### src/design/quadtree_region_painter_top_defines.svh
// Assertion macros for the quadtree region painter.
// Used by the top level; expects clk and rst in scope where expanded.
`ifndef QUADTREE_REGION_PAINTER_TOP_DEFINES_SVH
`define QUADTREE_REGION_PAINTER_TOP_DEFINES_SVH

// Same-cycle implication, off during reset
`define QRP_ASSERT_IMP(lbl, ante, cons, msg) \
  lbl: assert property (@(posedge clk) disable iff (rst) (ante) |-> (cons)) \
    else $error(msg);

// Next-cycle implication, off during reset
`define QRP_ASSERT_NEXT(lbl, ante, cons, msg) \
  lbl: assert property (@(posedge clk) disable iff (rst) (ante) |=> (cons)) \
    else $error(msg);

`endif

### src/design/qrp_pkg.sv
// Shared types and codes for the quadtree region painter.
// No dependencies; imported by every module of the block.
package qrp_pkg;

  // Operation codes of an input item
  localparam logic [1:0] OP_PAINT = 2'd0;
  localparam logic [1:0] OP_READ  = 2'd1;
  localparam logic [1:0] OP_CLEAR = 2'd2;

  // Configuration register indexes
  localparam int CFG_IDX_W = 1;
  localparam logic [CFG_IDX_W-1:0] CFG_ROWS = 1'd0;
  localparam logic [CFG_IDX_W-1:0] CFG_COLS = 1'd1;

  localparam int CFG_DATA_W = 8;
  localparam logic [CFG_DATA_W-1:0] CFG_DIM_RESET = 8'd128;

  // Input item
  typedef struct packed {
    logic [1:0]  op;
    logic        color;
    logic [2:0]  levels;
    logic [13:0] path;
    logic [6:0]  row;
    logic [6:0]  col;
  } qrp_in_t;

  // Result item
  typedef struct packed {
    logic pixel;
    logic out_of_range;
  } qrp_out_t;

  // Sweep status towards the controller
  typedef struct packed {
    logic busy;
    logic last;
  } qrp_sweep_stat_t;

endpackage

### src/design/qrp_sweep.sv
// Pixel sweep: walks a rectangle row by row, one bitmap write per cycle.
// Depends on qrp_pkg for the status struct.
module qrp_sweep #(
  parameter int AW = 7
) (
  input  logic                    clk,
  input  logic                    rst,
  input  logic                    start,
  input  logic [AW-1:0]           ystart,
  input  logic [AW-1:0]           xstart,
  input  logic [AW-1:0]           ylast,
  input  logic [AW-1:0]           xlast,
  input  logic                    color,
  output logic                    we,
  output logic [2*AW-1:0]         waddr,
  output logic                    wdata,
  output qrp_pkg::qrp_sweep_stat_t stat
);
  import qrp_pkg::*;

  logic          busy;
  logic [AW-1:0] y;
  logic [AW-1:0] x;
  logic [AW-1:0] y_end;
  logic [AW-1:0] x_end;
  logic [AW-1:0] x_first;
  logic          fill;
  logic          x_wrap;
  logic          done;

  assign x_wrap = (x == x_end);
  assign done   = busy && x_wrap && (y == y_end);

  // Counters and captured bounds
  always_ff @(posedge clk) begin
    if (rst) begin
      busy <= 1'b0;
    end else if (start) begin
      busy <= 1'b1;
    end else if (done) begin
      busy <= 1'b0;
    end
  end

  always_ff @(posedge clk) begin
    if (start) begin
      y       <= ystart;
      x       <= xstart;
      y_end   <= ylast;
      x_end   <= xlast;
      x_first <= xstart;
      fill    <= color;
    end else if (busy) begin
      if (x_wrap) begin
        x <= x_first;
        y <= y + AW'(1);
      end else begin
        x <= x + AW'(1);
      end
    end
  end

  assign we        = busy;
  assign waddr     = {y, x};
  assign wdata     = fill;
  assign stat.busy = busy;
  assign stat.last = done;

endmodule

### config.mk
export PLATFORM = sky130hd
export DESIGN_NAME = qrp_sweep
export DESIGN_NICKNAME = d
export VERILOG_FILES = /design/src/design/quadtree_region_painter_top_defines.svh /design/src/design/qrp_pkg.sv /design/src/design/qrp_sweep.sv
export SDC_FILE = /design/constraint.sdc
export NUM_CORES = 1
export LEC_CHECK = 0
export ABC_AREA = 1
export BUFFER_PORTS_ARGS = -buffer_cell sky130_fd_sc_hd__buf_2
export CAP_MARGIN = 0
export CORE_MARGIN = 8
export CORE_UTILIZATION = 25
export DETAILED_ROUTE_END_ITERATION = 10
export HOLD_SLACK_MARGIN = 0.1
export SLEW_MARGIN = 5
export SYNTH_ARGS = -nofsm -noshare
export SYNTH_HDL_FRONTEND = slang
export SYNTH_SLANG_ARGS = --single-unit
### constraint.sdc
create_clock -name clk -period 1.84 [get_ports clk]
set_clock_uncertainty 0.1 [all_clocks]
set_input_delay 0.184 -clock clk [delete_from_list [all_inputs] [get_ports clk]]
set_output_delay 0.184 -clock clk [all_outputs]
set_load 0.1 [all_outputs]
# ---- Word-level counts from Yosys, hierarchy flattened
# Index checks and enable logic that the tools add are counted.
dict set report totals {
  input_bits 32
  wordCells 25
  out_inout_bits 18
  regBits 37
}
dict set report classes {
  reduce_logical 6
  add_sub_neg 2
  eq_ne 2
  mux 8
}
# op count
set ops {}
lappend ops {{$mux 7} 6}
lappend ops {{$add 7x1->7 const B} 2}
lappend ops {{$eq 7x7->1} 2}
lappend ops {{$reduce_bool 2->1} 3}
lappend ops {{$logic_and 1x1->1} 2}
lappend ops {{$mux 1} 2}
lappend ops {{$reduce_and 2->1} 1}

# ---- Logic depth before layout (Yosys ltp)
dict set report depth {
  ltp_word 5
  ltp_mapped 10
  ltp_nobuf 10
}

# ---- Worst setup path after synthesis
# No wires, ideal clock.
dict set report synth_timing {
  kind {register to register}
  start {reg x[5]}
  end {reg y[0], enable pin}
  setup_time_ns 0.368
  path_stages_with_launch 9
  t_required_ns 1.372
  arrival_ns 1.945
  path_slack_ns -0.572
  period_less_slack_ns 2.412
  n_path_buf 0
  cell_sequence {edfxtp_1 -> inv_1 -> nand2_1 -> nand2_1 -> nor2_2 -> nand2_2 -> clkinv_4 -> nand2_8 -> o21ai_1}
}
dict set report synth_via {
  elab_chain_len 3
}
# element line_no
set synth_lines {}
lappend synth_lines {{from (decl)} qrp_sweep.sv:23} ;# logic [AW-1:0] x;
lappend synth_lines {{from (signal assigned)} qrp_sweep.sv:48} ;# x <= xstart;
lappend synth_lines {{from (signal assigned)} qrp_sweep.sv:55} ;# x <= x_first;
lappend synth_lines {{from (signal assigned)} qrp_sweep.sv:58} ;# x <= x + AW'(1);
lappend synth_lines {{$eq 7x7->1} qrp_sweep.sv:31} ;# assign x_wrap = (x == x_end);
lappend synth_lines {{$reduce_bool 2->1 (no source line)} -}
lappend synth_lines {{$reduce_and 2->1 (no source line)} -}
lappend synth_lines {{to (signal assigned)} qrp_sweep.sv:47} ;# y <= ystart;
lappend synth_lines {{to (signal assigned)} qrp_sweep.sv:56} ;# y <= y + AW'(1);
lappend synth_lines {{to (decl)} qrp_sweep.sv:22} ;# logic [AW-1:0] y;
# No other way between the ends.
# A chain may end at the register's enable or synchronous reset.

==> results.cfg <==
[synth]
synth_cell_type_count = 28
syn_area_um2 = 1862
synth_compound_area_share_pct = 2.957
synth_fa_ha_area_share_pct = 1.344
syn_inst = 184
ys_ff_latch = 37
avgSynthCellArea_um2 = 10.12
ys_warn_count = 0
synthXorXnorAreaFrac_pct = 6.586
synthSimpleGateAreaFrac_pct = 23.59
yosysSeqAreaShare_pct = 59.14
synth_nets = 218
muxShareOfSynthArea_pct = 0
synth_top_family_by_area = simple AND/OR/NAND/NOR gates

[hold_path]
hold_class = in2reg
hold_path_end = y[4]
hold_depth = 3
hold_start = ystart[4]

[setup_path]
critical_path.max_fanout = 3
startpoint_type = flip-flop
cp_num_buf_inv = 1
end_kind = output port
path_delay_family = simple AND/OR/NAND/NOR gates
crit_required_ps = 1560
path_cells = xnor2_1 > nand3_1 > nor4_4 > buf_12
r2r_end = y[6]
critical_path_arrival_ps = 1650
max_stage_delay_ps = 460
r2r_start = x[4]
reg2regPathDepth = 8
critical_path_class = reg2out
r2r_setup_slack_ps = 100
cp_slowest_cell = edfxtp_1

[run_status]
status = complete, but fails checks
violations = negative setup slack

[pwr]
p_per_area_nw_per_um2 = 874.7
total_leakage_power_nw = 1.266
pwr-share-clk_pct = 28.3
power_mw = 2.480
power_switching_mw = 0.8296
seqPwrFrac_pct = 42.6
ir_drop_v = 0.0002730
pwr-share-comb_pct = 29.1
p_sw_share_pct = 33.45
internal_power_mw = 1.650

[sta]
slew_violations = 0
fin_crit_sh_pct = 105.0
setup_violations = 1
timing.setup.tns_ps = -92.39
tightest_slew_ps = 543.8
worst_slack_ps = -92.39
fmax_ghz = 0.5175
hold_violations = 0
rsz0062_at_grt = true
max-slew-margin-rel_pct = 63.70
post-route-min-period_ps = 1932
holdWs_ps = 118.3

[finish]
final_cells = 386
final_common_cell = nand2_1
final_nets = 320
drive_above_1_share_pct = 35.19
final_cell_mix = nand2_1 (53), buf_2 (48), edfxtp_1 (36)
post-route-util_pct = 39.30
n_antenna_cell = 0
finish.instance_area_um2 = 2835
areaGrowthSynthToFinish_pct = 52.28

[detailed_routing]
ant_nets = 0
vias = 1546
wl_per_cell_um = 12.00
drt_iter0_drc = 106
first_pass_iters = 4
remaining_drc_errors = 0
viasPerCell = 4.005
drt_wl_total_mm = 4.631

[run]
cap_violations = 0

[global_route]
antenna_found_initial = 0
grt_pass1_wl_mm = 7.438
overflow = 0
grt_max_degree = 40
grt_pass1_vias = 1547
grtUsageTotal_pct = 9.221

[placement]
place_congestion = 0.8418
hpwlAfterDp_mm = 3.339
port_buffers = 49
dp_cells = 336
dp_slack_ps = 120.3
place_area_um2 = 2323

[floorplan]
core_um2 = 7214
num_rows = 31
die_y_um = 102.3
dieArea_um2 = 10460
die_x_um = 102.3
ios = 50
initial_core_util_pct = 25.81

[cts]
cts_buffer_depth = 2
insertion_delay_ps = 290
cts-buffers-inserted = 5
clock-sinks = 37
cts_root_buffer = clkbuf_8
htreeDepth = 2
clkTransAtPathRegs_ps = 70
cts_tree = yes
-- worst reg2reg max path, stage by stage (launching register included) --
cell	delay [ps]
edfxtp_1	430
nand2_1	100
nand2_1	60
nor2_2	90
nand2_2	90
clkinv_4	80
nand2_8	60
buf_6	140
o21ai_4	280
-- sequential cells by signal, summed over array words and instances, names as in the netlist --
signal	flops
wdata	1
we	1
x_first	7
y	7
x_end	7
x	7
y_end	7
-- logic make-up after synthesis --
group                      count (synthesis)
and+or+nand+nor                           94
DFF                                       37
buffers and inverters                     27
xor gates and xnor gates                  14
AOI/OAI and AO/OA                         10
adders and majority gates                  2
-- repair_timing --
action | in CTS | in global routing
endpoints found under the setup margin | 1 | 9
pin swaps | 6 | 9
hold buffers | 28 | 0
endpoints found under the hold margin | 33 | 0
buffers inserted | 10 | 4
gates resized for setup | 1 | 4
-- cell type report --
| class | instances | area, um2 |
|---|---|---|
| repair buffers | 100 | 716.9 |
| inverters | 22 | 90.09 |
| fillers | 722 | 4379 |
| well taps | 99 | 123.9 |
| clock inverters | 3 | 41.29 |
| clock buffers | 5 | 68.82 |
| flip-flops and latches | 37 | 1102 |
| multi-input cells | 120 | 691.9 |
-- power groups by stage --
stage / Clock, mW / Sequential (mW) / Combinational, mW
2_1_floorplan: 0 / 1.34 / 0.212
3_3_place_gp: 0 / 1.08 / 0.621
3_5_place_dp: 0 / 1.08 / 0.624
4_1_cts: 0.714 / 1.06 / 0.711
5_1_grt: 0.755 / 1.07 / 0.778
6_report: 0.701 / 1.06 / 0.722
-- cells in the mapped netlist (all sizes together) --
| library cell | instances | share of area [%] |
|---|---|---|
| nand2 | 60 | 13 |
| edfxtp | 36 | 58 |
| inv | 21 | 4.4 |
| nand3 | 14 | 3.8 |
| nor2 | 9 | 1.9 |
| xor2 | 9 | 4.2 |
| nand3b | 7 | 2.8 |
| o21ai | 6 | 1.6 |
| xnor2 | 5 | 2.4 |
| buf | 4 | 1.3 |
| a21oi | 2 | 0.54 |
| ha | 2 | 1.3 |
| nor3 | 2 | 0.81 |
| a31o | 1 | 0.47 |
| a31oi | 1 | 0.34 |
| clkbuf | 1 | 0.20 |
| clkinv | 1 | 0.47 |
| dfxtp | 1 | 1.1 |
| nand4 | 1 | 0.34 |
| nor4 | 1 | 0.67 |
-- how the worst max path moves through the flow --
stage | start | to | slack [ps] | cells past startpoint
6_report | y[6] | stat[0] | -90 | 4
3_3_place_gp | x[3] | stat[0] | 160 | 8
2_1_floorplan | x[0] | x[6] | -460 | 8
5_1_grt | y[2] | stat[0] | -190 | 5
3_5_place_dp | x[6] | stat[0] | 120 | 8
4_1_cts | x[4] | stat[0] | -160 | 8
-- per-layer routing --
metal	global-route usage (%)	routed length, um	vias to the layer above
met5	0	0	-
met4	4.063	81	0
met3	2.248	127	6
met2	15.49	2325	26
met1	10.88	2096	706
li1	-	-	808
Note: power is estimated with default switching activity, not from simulation.
