### src/design/quadtree_region_painter_top_defines.svh
// Assertion macros for the quadtree region painter.
// Used by the top level; expects clk and rst in scope where expanded.
`ifndef QUADTREE_REGION_PAINTER_TOP_DEFINES_SVH
`define QUADTREE_REGION_PAINTER_TOP_DEFINES_SVH

// Same-cycle implication, off during reset
`define QRP_ASSERT_IMP(lbl, ante, cons, msg) \
  lbl: assert property (@(posedge clk) disable iff (rst) (ante) |-> (cons)) \
    else $error(msg);

// Next-cycle implication, off during reset
`define QRP_ASSERT_NEXT(lbl, ante, cons, msg) \
  lbl: assert property (@(posedge clk) disable iff (rst) (ante) |=> (cons)) \
    else $error(msg);

`endif

### src/design/qrp_pkg.sv
// Shared types and codes for the quadtree region painter.
// No dependencies; imported by every module of the block.
package qrp_pkg;

  // Operation codes of an input item
  localparam logic [1:0] OP_PAINT = 2'd0;
  localparam logic [1:0] OP_READ  = 2'd1;
  localparam logic [1:0] OP_CLEAR = 2'd2;

  // Configuration register indexes
  localparam int CFG_IDX_W = 1;
  localparam logic [CFG_IDX_W-1:0] CFG_ROWS = 1'd0;
  localparam logic [CFG_IDX_W-1:0] CFG_COLS = 1'd1;

  localparam int CFG_DATA_W = 8;
  localparam logic [CFG_DATA_W-1:0] CFG_DIM_RESET = 8'd128;

  // Input item
  typedef struct packed {
    logic [1:0]  op;
    logic        color;
    logic [2:0]  levels;
    logic [13:0] path;
    logic [6:0]  row;
    logic [6:0]  col;
  } qrp_in_t;

  // Result item
  typedef struct packed {
    logic pixel;
    logic out_of_range;
  } qrp_out_t;

  // Sweep status towards the controller
  typedef struct packed {
    logic busy;
    logic last;
  } qrp_sweep_stat_t;

endpackage

### src/design/qrp_region.sv
// Region set-up: decodes a quadtree path against the configured square.
// Depends on qrp_pkg. Holds the registered rectangle for the sweep.
module qrp_region #(
  parameter int SIDE = 128,
  parameter int AW   = 7
) (
  input  logic          clk,
  input  logic          rst,
  input  logic          load,
  input  logic          clear,
  input  logic          color_in,
  input  logic [2:0]    levels,
  input  logic [13:0]   path,
  input  logic [7:0]    image_rows,
  input  logic [7:0]    image_cols,
  output logic [AW-1:0] ystart,
  output logic [AW-1:0] xstart,
  output logic [AW-1:0] ylast,
  output logic [AW-1:0] xlast,
  output logic          color,
  output logic          skip
);
  import qrp_pkg::*;

  localparam int EW = (AW > 9 ? AW : 9) + 1;
  localparam logic [EW-1:0] SIDE_E = EW'(SIDE);
  localparam logic [AW-1:0] LAST_IDX = AW'(SIDE - 1);

  logic [7:0]    dim_max;
  logic [3:0]    lk;
  logic [3:0]    sh;
  logic [6:0]    lmask;
  logic [6:0]    rbits;
  logic [6:0]    cbits;
  logic          deep;
  logic          off;
  logic [EW-1:0] k;
  logic [EW-1:0] r0;
  logic [EW-1:0] c0;
  logic [EW-1:0] rend;
  logic [EW-1:0] cend;
  logic [EW-1:0] yl;
  logic [EW-1:0] xl;

  // Square side exponent: smallest lk with 2^lk >= max(rows, cols)
  always_comb begin
    dim_max = (image_rows > image_cols) ? image_rows : image_cols;
    lk = 4'd0;
    for (int i = 0; i < 9; i++) begin
      if ((9'd1 << i) < {1'b0, dim_max}) lk = 4'(i + 1);
    end
  end

  // Row digits are the odd path bits, column digits the even ones
  always_comb begin
    for (int j = 0; j < 7; j++) begin
      rbits[j] = path[2*j+1];
      cbits[j] = path[2*j];
    end
    lmask = 7'((8'd1 << levels) - 8'd1);
    deep  = {1'b0, levels} > lk;
    sh    = lk - {1'b0, levels};
    k     = EW'(1) << sh;
    r0    = EW'(rbits & lmask) << sh;
    c0    = EW'(cbits & lmask) << sh;
    off   = (r0 >= SIDE_E) || (c0 >= SIDE_E);
    rend  = r0 + k;
    cend  = c0 + k;
    yl    = ((rend > SIDE_E) ? SIDE_E : rend) - EW'(1);
    xl    = ((cend > SIDE_E) ? SIDE_E : cend) - EW'(1);
  end

  // Reset loads the whole-bitmap clear so the memory is swept after reset
  always_ff @(posedge clk) begin
    if (rst) begin
      ystart <= '0;
      xstart <= '0;
      ylast  <= LAST_IDX;
      xlast  <= LAST_IDX;
      color  <= 1'b0;
      skip   <= 1'b0;
    end else if (load) begin
      if (clear) begin
        ystart <= '0;
        xstart <= '0;
        ylast  <= LAST_IDX;
        xlast  <= LAST_IDX;
        color  <= 1'b0;
        skip   <= 1'b0;
      end else begin
        ystart <= r0[AW-1:0];
        xstart <= c0[AW-1:0];
        ylast  <= yl[AW-1:0];
        xlast  <= xl[AW-1:0];
        color  <= color_in;
        skip   <= deep || off;
      end
    end
  end

endmodule

### config.mk
export PLATFORM = sky130hd
export DESIGN_NAME = qrp_region
export DESIGN_NICKNAME = d
export VERILOG_FILES = /design/src/design/quadtree_region_painter_top_defines.svh /design/src/design/qrp_pkg.sv /design/src/design/qrp_region.sv
export SDC_FILE = /design/constraint.sdc
export NUM_CORES = 1
export LEC_CHECK = 0
export BUFFER_PORTS_ARGS = -buffer_cell sky130_fd_sc_hd__buf_2
export CAP_MARGIN = 25
export CORE_AREA = 2 2 92 94
export DETAILED_ROUTE_END_ITERATION = 8
export DIE_AREA = 0 0 94 96
export PLACE_DENSITY_LB_ADDON = 0.1
export SLEW_MARGIN = 10
export SYNTH_ARGS = -nofsm -noshare
export SYNTH_HDL_FRONTEND = slang
export SYNTH_SLANG_ARGS = --single-unit
export TNS_END_PERCENT = 50
### constraint.sdc
create_clock -name clk -period 27.2 [get_ports clk]
set_input_delay 5.44 -clock clk [delete_from_list [all_inputs] [get_ports clk]]
set_output_delay 5.44 -clock clk [all_outputs]
set_load 0.005 [all_outputs]
# Word level (Yosys, flattened, before mapping)
# Cells that the tools add are included.
[word_totals]
register_bits = 30
in_bits = 38
word_cells = 53
[op_classes]
add_sub_neg = 6
order_cmp = 15
n_shift = 4
mux = 18
bitwise = 2
reduce_logical = 2
[ops]
columns = ["cell", "n"]
rows = [
  ["7-bit two-way mux", 6],
  ["4-bit two-way mux", 8],
  ["7-bit by 1-bit subtractor with 7-bit output (second input constant)", 3],
  ["10-bit adder", 2],
  ["10-bit by 8-bit >= comparator with 1-bit output (second input constant)", 2],
  ["10-bit by 8-bit > comparator with 1-bit output (second input constant)", 2],
  ["7-bit by 4-bit << shifter with 10-bit output", 2],
  ["7-bit bitwise AND", 2],
  ["1-bit by 4-bit << shifter with 10-bit output (first input constant)", 1],
  ["9-bit by 8-bit < comparator with 1-bit output (first input constant)", 1],
  ["8-bit > comparator", 1],
  ["1-bit by 8-bit < comparator with 1-bit output (first input constant)", 1],
  ["2-bit by 8-bit < comparator with 1-bit output (first input constant)", 1],
  ["3-bit by 8-bit < comparator with 1-bit output (first input constant)", 1],
  ["4-bit by 8-bit < comparator with 1-bit output (first input constant)", 1],
  ["5-bit by 8-bit < comparator with 1-bit output (first input constant)", 1],
  ["6-bit by 8-bit < comparator with 1-bit output (first input constant)", 1],
  ["7-bit by 8-bit < comparator with 1-bit output (first input constant)", 1],
  ["8-bit < comparator (first input constant)", 1],
  ["8-bit two-way mux", 1],
  ["1-bit by 3-bit << shifter with 7-bit output (first input constant)", 1],
  ["3-bit by 4-bit > comparator with 1-bit output", 1],
  ["4-bit by 3-bit subtractor with 4-bit output", 1],
  ["1-bit two-way mux", 3],
  ["1-bit logical OR", 2],
]

# Longest topological paths before layout
[logic_depth]
ltp_word = 19
depth_mapped = 43
depth_no_buf = 38

# Worst setup path after synthesis
# No wires, ideal clock.
[synth_timing]
path_type = "input-to-reg"
from = "in image_cols[7]"
to = "reg ylast[4]"
arrival_time_ns = 12.921
t_required_ns = 27.130
setup_slack_ns = 14.209
cell_stages = 41
path_buffers = 7
cell_sequence = "inv_1 -> ha_1 -> nand4_1 -> o21ai_0 -> and2_1 -> clkbuf_1 -> buf_2 -> clkbuf_1 -> nand3_1 -> o31ai_1 -> nand3_1 -> nand2_1 -> a21oi_1 -> nor2_1 -> a21oi_1 -> ha_1 -> clkbuf_1 -> clkbuf_1 -> (+5 left out) -> nor3_1 -> ha_1 -> and2_1 -> a221o_1 -> a21o_1 -> or4_1 -> o21ai_0 -> xnor2_1 -> a211oi_1 -> o211a_1 -> nand2_1 -> ha_1 -> o21ai_0 -> a21oi_1 -> o211ai_1 -> a21oi_1 -> mux2_2 -> a21oi_1"
[synth_via]
elab_chain_cells = 19
[synth_rtl]
columns = ["element", "line", "source"]
rows = [
  ["start, declared", "qrp_region.sv:15", "input logic [7:0] image_cols,"],
  ["8-bit > comparator", "qrp_region.sv:47", "dim_max = (image_rows > image_cols) ? image_rows : image_cols;"],
  ["8-bit two-way mux *", "qrp_region.sv:47", ""],
  ["1-bit by 8-bit < comparator with 1-bit output", "qrp_region.sv:50", "if ((9'd1 << i) < {1'b0, dim_max}) lk = 4'(i + 1);"],
  ["1-bit two-way mux", "qrp_region.sv:50", ""],
  ["4-bit two-way mux (7 in series)", "qrp_region.sv:50", ""],
  ["4-bit two-way mux *", "qrp_region.sv:50", ""],
  ["4-bit by 3-bit subtractor with 4-bit output *", "qrp_region.sv:62", "sh = lk - {1'b0, levels};"],
  ["7-bit by 4-bit << shifter with 10-bit output or 1-bit by 4-bit << shifter with 10-bit output (tied branches)", "qrp_region.sv:64, qrp_region.sv:63", ""],
  ["10-bit adder *", "qrp_region.sv:67", "rend = r0 + k;"],
  ["10-bit by 8-bit > comparator with 1-bit output", "qrp_region.sv:69", "yl = ((rend > SIDE_E) ? SIDE_E : rend) - EW'(1);"],
  ["7-bit two-way mux *", "qrp_region.sv:69", ""],
  ["7-bit by 1-bit subtractor with 7-bit output *", "qrp_region.sv:69", ""],
  ["7-bit two-way mux *", "qrp_region.sv:83", "if (clear) begin"],
  ["end signal, assigned", "qrp_region.sv:93", "ylast <= yl[AW-1:0];"],
  ["end, declared", "qrp_region.sv:18", "output logic [AW-1:0] ylast,"],
]
# Every way passes the cells marked *; elsewhere a longest branch is shown, timed or not.
# A chain may end at the register's enable or synchronous reset.

# Final worst setup path
# Ends and elaborated chain as after synthesis.

==> impl_metrics.toml <==
[outcome]
status = "finished clean"

[power]
p_sw_frac = 0.491
power.switching_mw = 0.153
seq_power_share = 0.165
power.internal_mw = 0.159
p_leak_nw = 1.96
clockPowerShare = 0.146
ir_drop_v = 0.0000463
p_comb_frac = 0.689
powerDensity_mw_per_mm2 = 70.9

[setup_path]
cp_top_family = "compound AO/OA/AOI/OAI gates"
max_stage_delay_ns = 0.80
regToRegStartpoint = "xlast[4]$_SDFFE_PP1P_"
startpoint = "image_cols[7]"
crit_fanout = 23
crit_buf_inv = 4
crit_type = "in -> reg"
cp.required_ns = 27.42
cp-start-kind = "input pin"
arrival_ns = 14.21
crit_slowest_cell = "and2_1"
critPathCaptureType = "flop"
regToRegSetupSlack_ns = 26.34

[floorplan]
row_count = 33
io_pins = 68
fp.dieW_um = 94
core_area_mm2 = 0.00805
start_util = 0.483
die_h_um = 96
die-area_mm2 = 0.00902

[global_route]
grt_overflow = 0
grt_pass1_wl_mm = 19.2
grt_antenna_before_repair = 0
grt_pass1_vias = 3983
grt_start_max_net_pins = 35
grtUsageTotal = 0.264

[logic_synthesis]
yosys-top-cells-area = "dfxtp_1 15%, ha_1 10%, nor2_1 6.4%"
ys.flop_type = "dfxtp_1"
yosysSeqAreaShare = 0.155
yosys.area.top_type_share = 0.155
yosys_warnings = 0
ys_ff_latch = 30
synth_area_mm2 = 0.00388
synth_cell_types = 64
yosysMostFrequentCell = "nor2_1"
ys_top_cells_by_count = "66 x nor2_1, 50 x nand2_1, 36 x a21oi_1"
synth_largest_area_cell = "dfxtp_1"
syn_nets = 619
synth_edf_count = 0
avgSynthCellArea_um2 = 7.08
async_reset_ff_frac = 0
synthCells = 549

[clock_network]
cts_buffers = 5
cts-resized-gates = 0
postCtsHoldBufs = 0
cts.reportedPaths.clkPinSlew_ns = 0.07
h-tree-depth = 2
cts_setup_buffers = 0
cts.sinks = 30
clk_latency_ns = 0.28
cts_tree = "done"
root_buffer = "clkbuf_8"
clockBufferDepth = 2

[sta]
period_minus_slack_ns = 13.99
setup_viol = 0
worstMarginPinSlew_ns = 0.885
fin_crit_sh = 0.514
hold_ws_ns = 0.466
rsz0062_at_grt = "false"
fin_skew_ns = 0
slew_headroom = 0.410
hold_violations = 0
fmax_mhz = 71.5
final.setup.tns_ns = 0
finalMaxSlewViolations = 0

[final_layout]
final_nets = 674
ff_latch_area_um2 = 601
drive_gt1_frac = 0.175
final_util = 0.547
antenna_cells = 0
fill_cells = 816
area_growth_pct = 13.4
multiInputGateArea_mm2 = 0.00310
final_area_mm2 = 0.00440

[routing]
drtAntennaViolNets = 0
wl_per_cell_um = 17.0
route.met2.wl_mm = 5.64
via_count = 4399
wl_met3_um = 639
topRoutingLayerUsed = "met4"
drc = 0
drtPass1Iterations = 5
drt_iter0_drc = 294
met1_length_mm = 5.49
vias_per_cell = 6.20
postRouteWirelength_mm = 12.1

[worst_hold_path]
worstHoldPathType = "reg -> reg"
hold_start = "skip$_SDFFE_PP0P_"

[place]
dpl_cell_area_mm2 = 0.00429
gp_congestion = 1.00
hpwl_mm = 9.49
io_buffers = 67

[run]
cap_violations = 0
[cell families after synthesis]
family / after synthesis / synth area share
XOR/XNOR: 21 / 0.0473
AND/OR/NAND/NOR: 225 / 0.282
adder cells (fa/ha/maj): 32 / 0.105
AO/OA/AOI/OAI: 170 / 0.302
buffers and inverters: 48 / 0.0467
multiplexers: 23 / 0.0615
flip-flops: 30 / 0.155
[per-layer routing]
metal | global-route usage | up-vias
met5 | 0 | -
met4 | 0.0882 | 0
met3 | 0.0368 | 30
met2 | 0.453 | 150
met1 | 0.341 | 2056
li1 | - | 2163
[worst reg2reg max path, cell delays in order (launching register included)]
cell and delay, ns:
dfxtp_1 0.34, o22a_1 0.23, nand3_1 0.09, o211ai_1 0.08
[stage by stage]
stage	setup WS [ns]	std cells	total power [mW]
2_1_floorplan	14.21	549	0.212
3_3_place_gp	12.95	701	0.259
3_5_place_dp	12.70	701	0.262
4_1_cts	12.97	709	0.308
5_1_grt	12.38	710	0.336
6_report	13.21	710	0.312
[cells in the final DEF, fill, tap and decap left out, types with 8 or more instances in the layout]
cell / netlist / final
mux2i_1: 16 / 16
buf_2: 1 / 67
a21oi_1: 36 / 36
a211oi_1: 10 / 10
and2_1: 8 / 8
nand2_1: 50 / 50
nand4_1: 10 / 10
nand3_1: 18 / 18
or2_2: 10 / 10
xnor2_1: 10 / 10
a22oi_1: 16 / 16
inv_1: 22 / 22
xor2_1: 11 / 11
dfxtp_1: 30 / 30
o211ai_1: 8 / 8
ha_1: 31 / 31
nor2_1: 66 / 66
nor3_1: 23 / 23
a31oi_1: 10 / 10
o21ai_0: 35 / 35
[registers in the layout (all words and copies together) (netlist names)]
signal,cells
ystart,7
skip,1
xlast,7
color,1
ylast,7
xstart,7
[power by group through the flow]
stage	Combinational (mW)	Clock, mW	Sequential [mW]
after floorplan	0.160	0	0.0527
after global placement	0.206	0	0.0523
after detailed placement	0.209	0	0.0524
after CTS	0.211	0.0461	0.0515
after global routing	0.236	0.0482	0.0521
final	0.215	0.0457	0.0515
[area by class of cell]
cell class	count	area share
tap	105	0.0298
multi-input combinational	471	0.705
inverter	24	0.0205
clock buffer	5	0.0156
timing repair buffer	72	0.0841
sequential	30	0.136
clock inverter	3	0.00909
[worst paths after layout]
kind                           endpoint  depth (start not counted)
setup / recovery  ylast[4]$_SDFFE_PP1P_                         34
setup reg to reg  xlast[4]$_SDFFE_PP1P_                          3
hold reg to reg       skip$_SDFFE_PP0P_                          2
hold / removal        skip$_SDFFE_PP0P_                          2
Note: power is estimated with default switching activity, not from simulation.
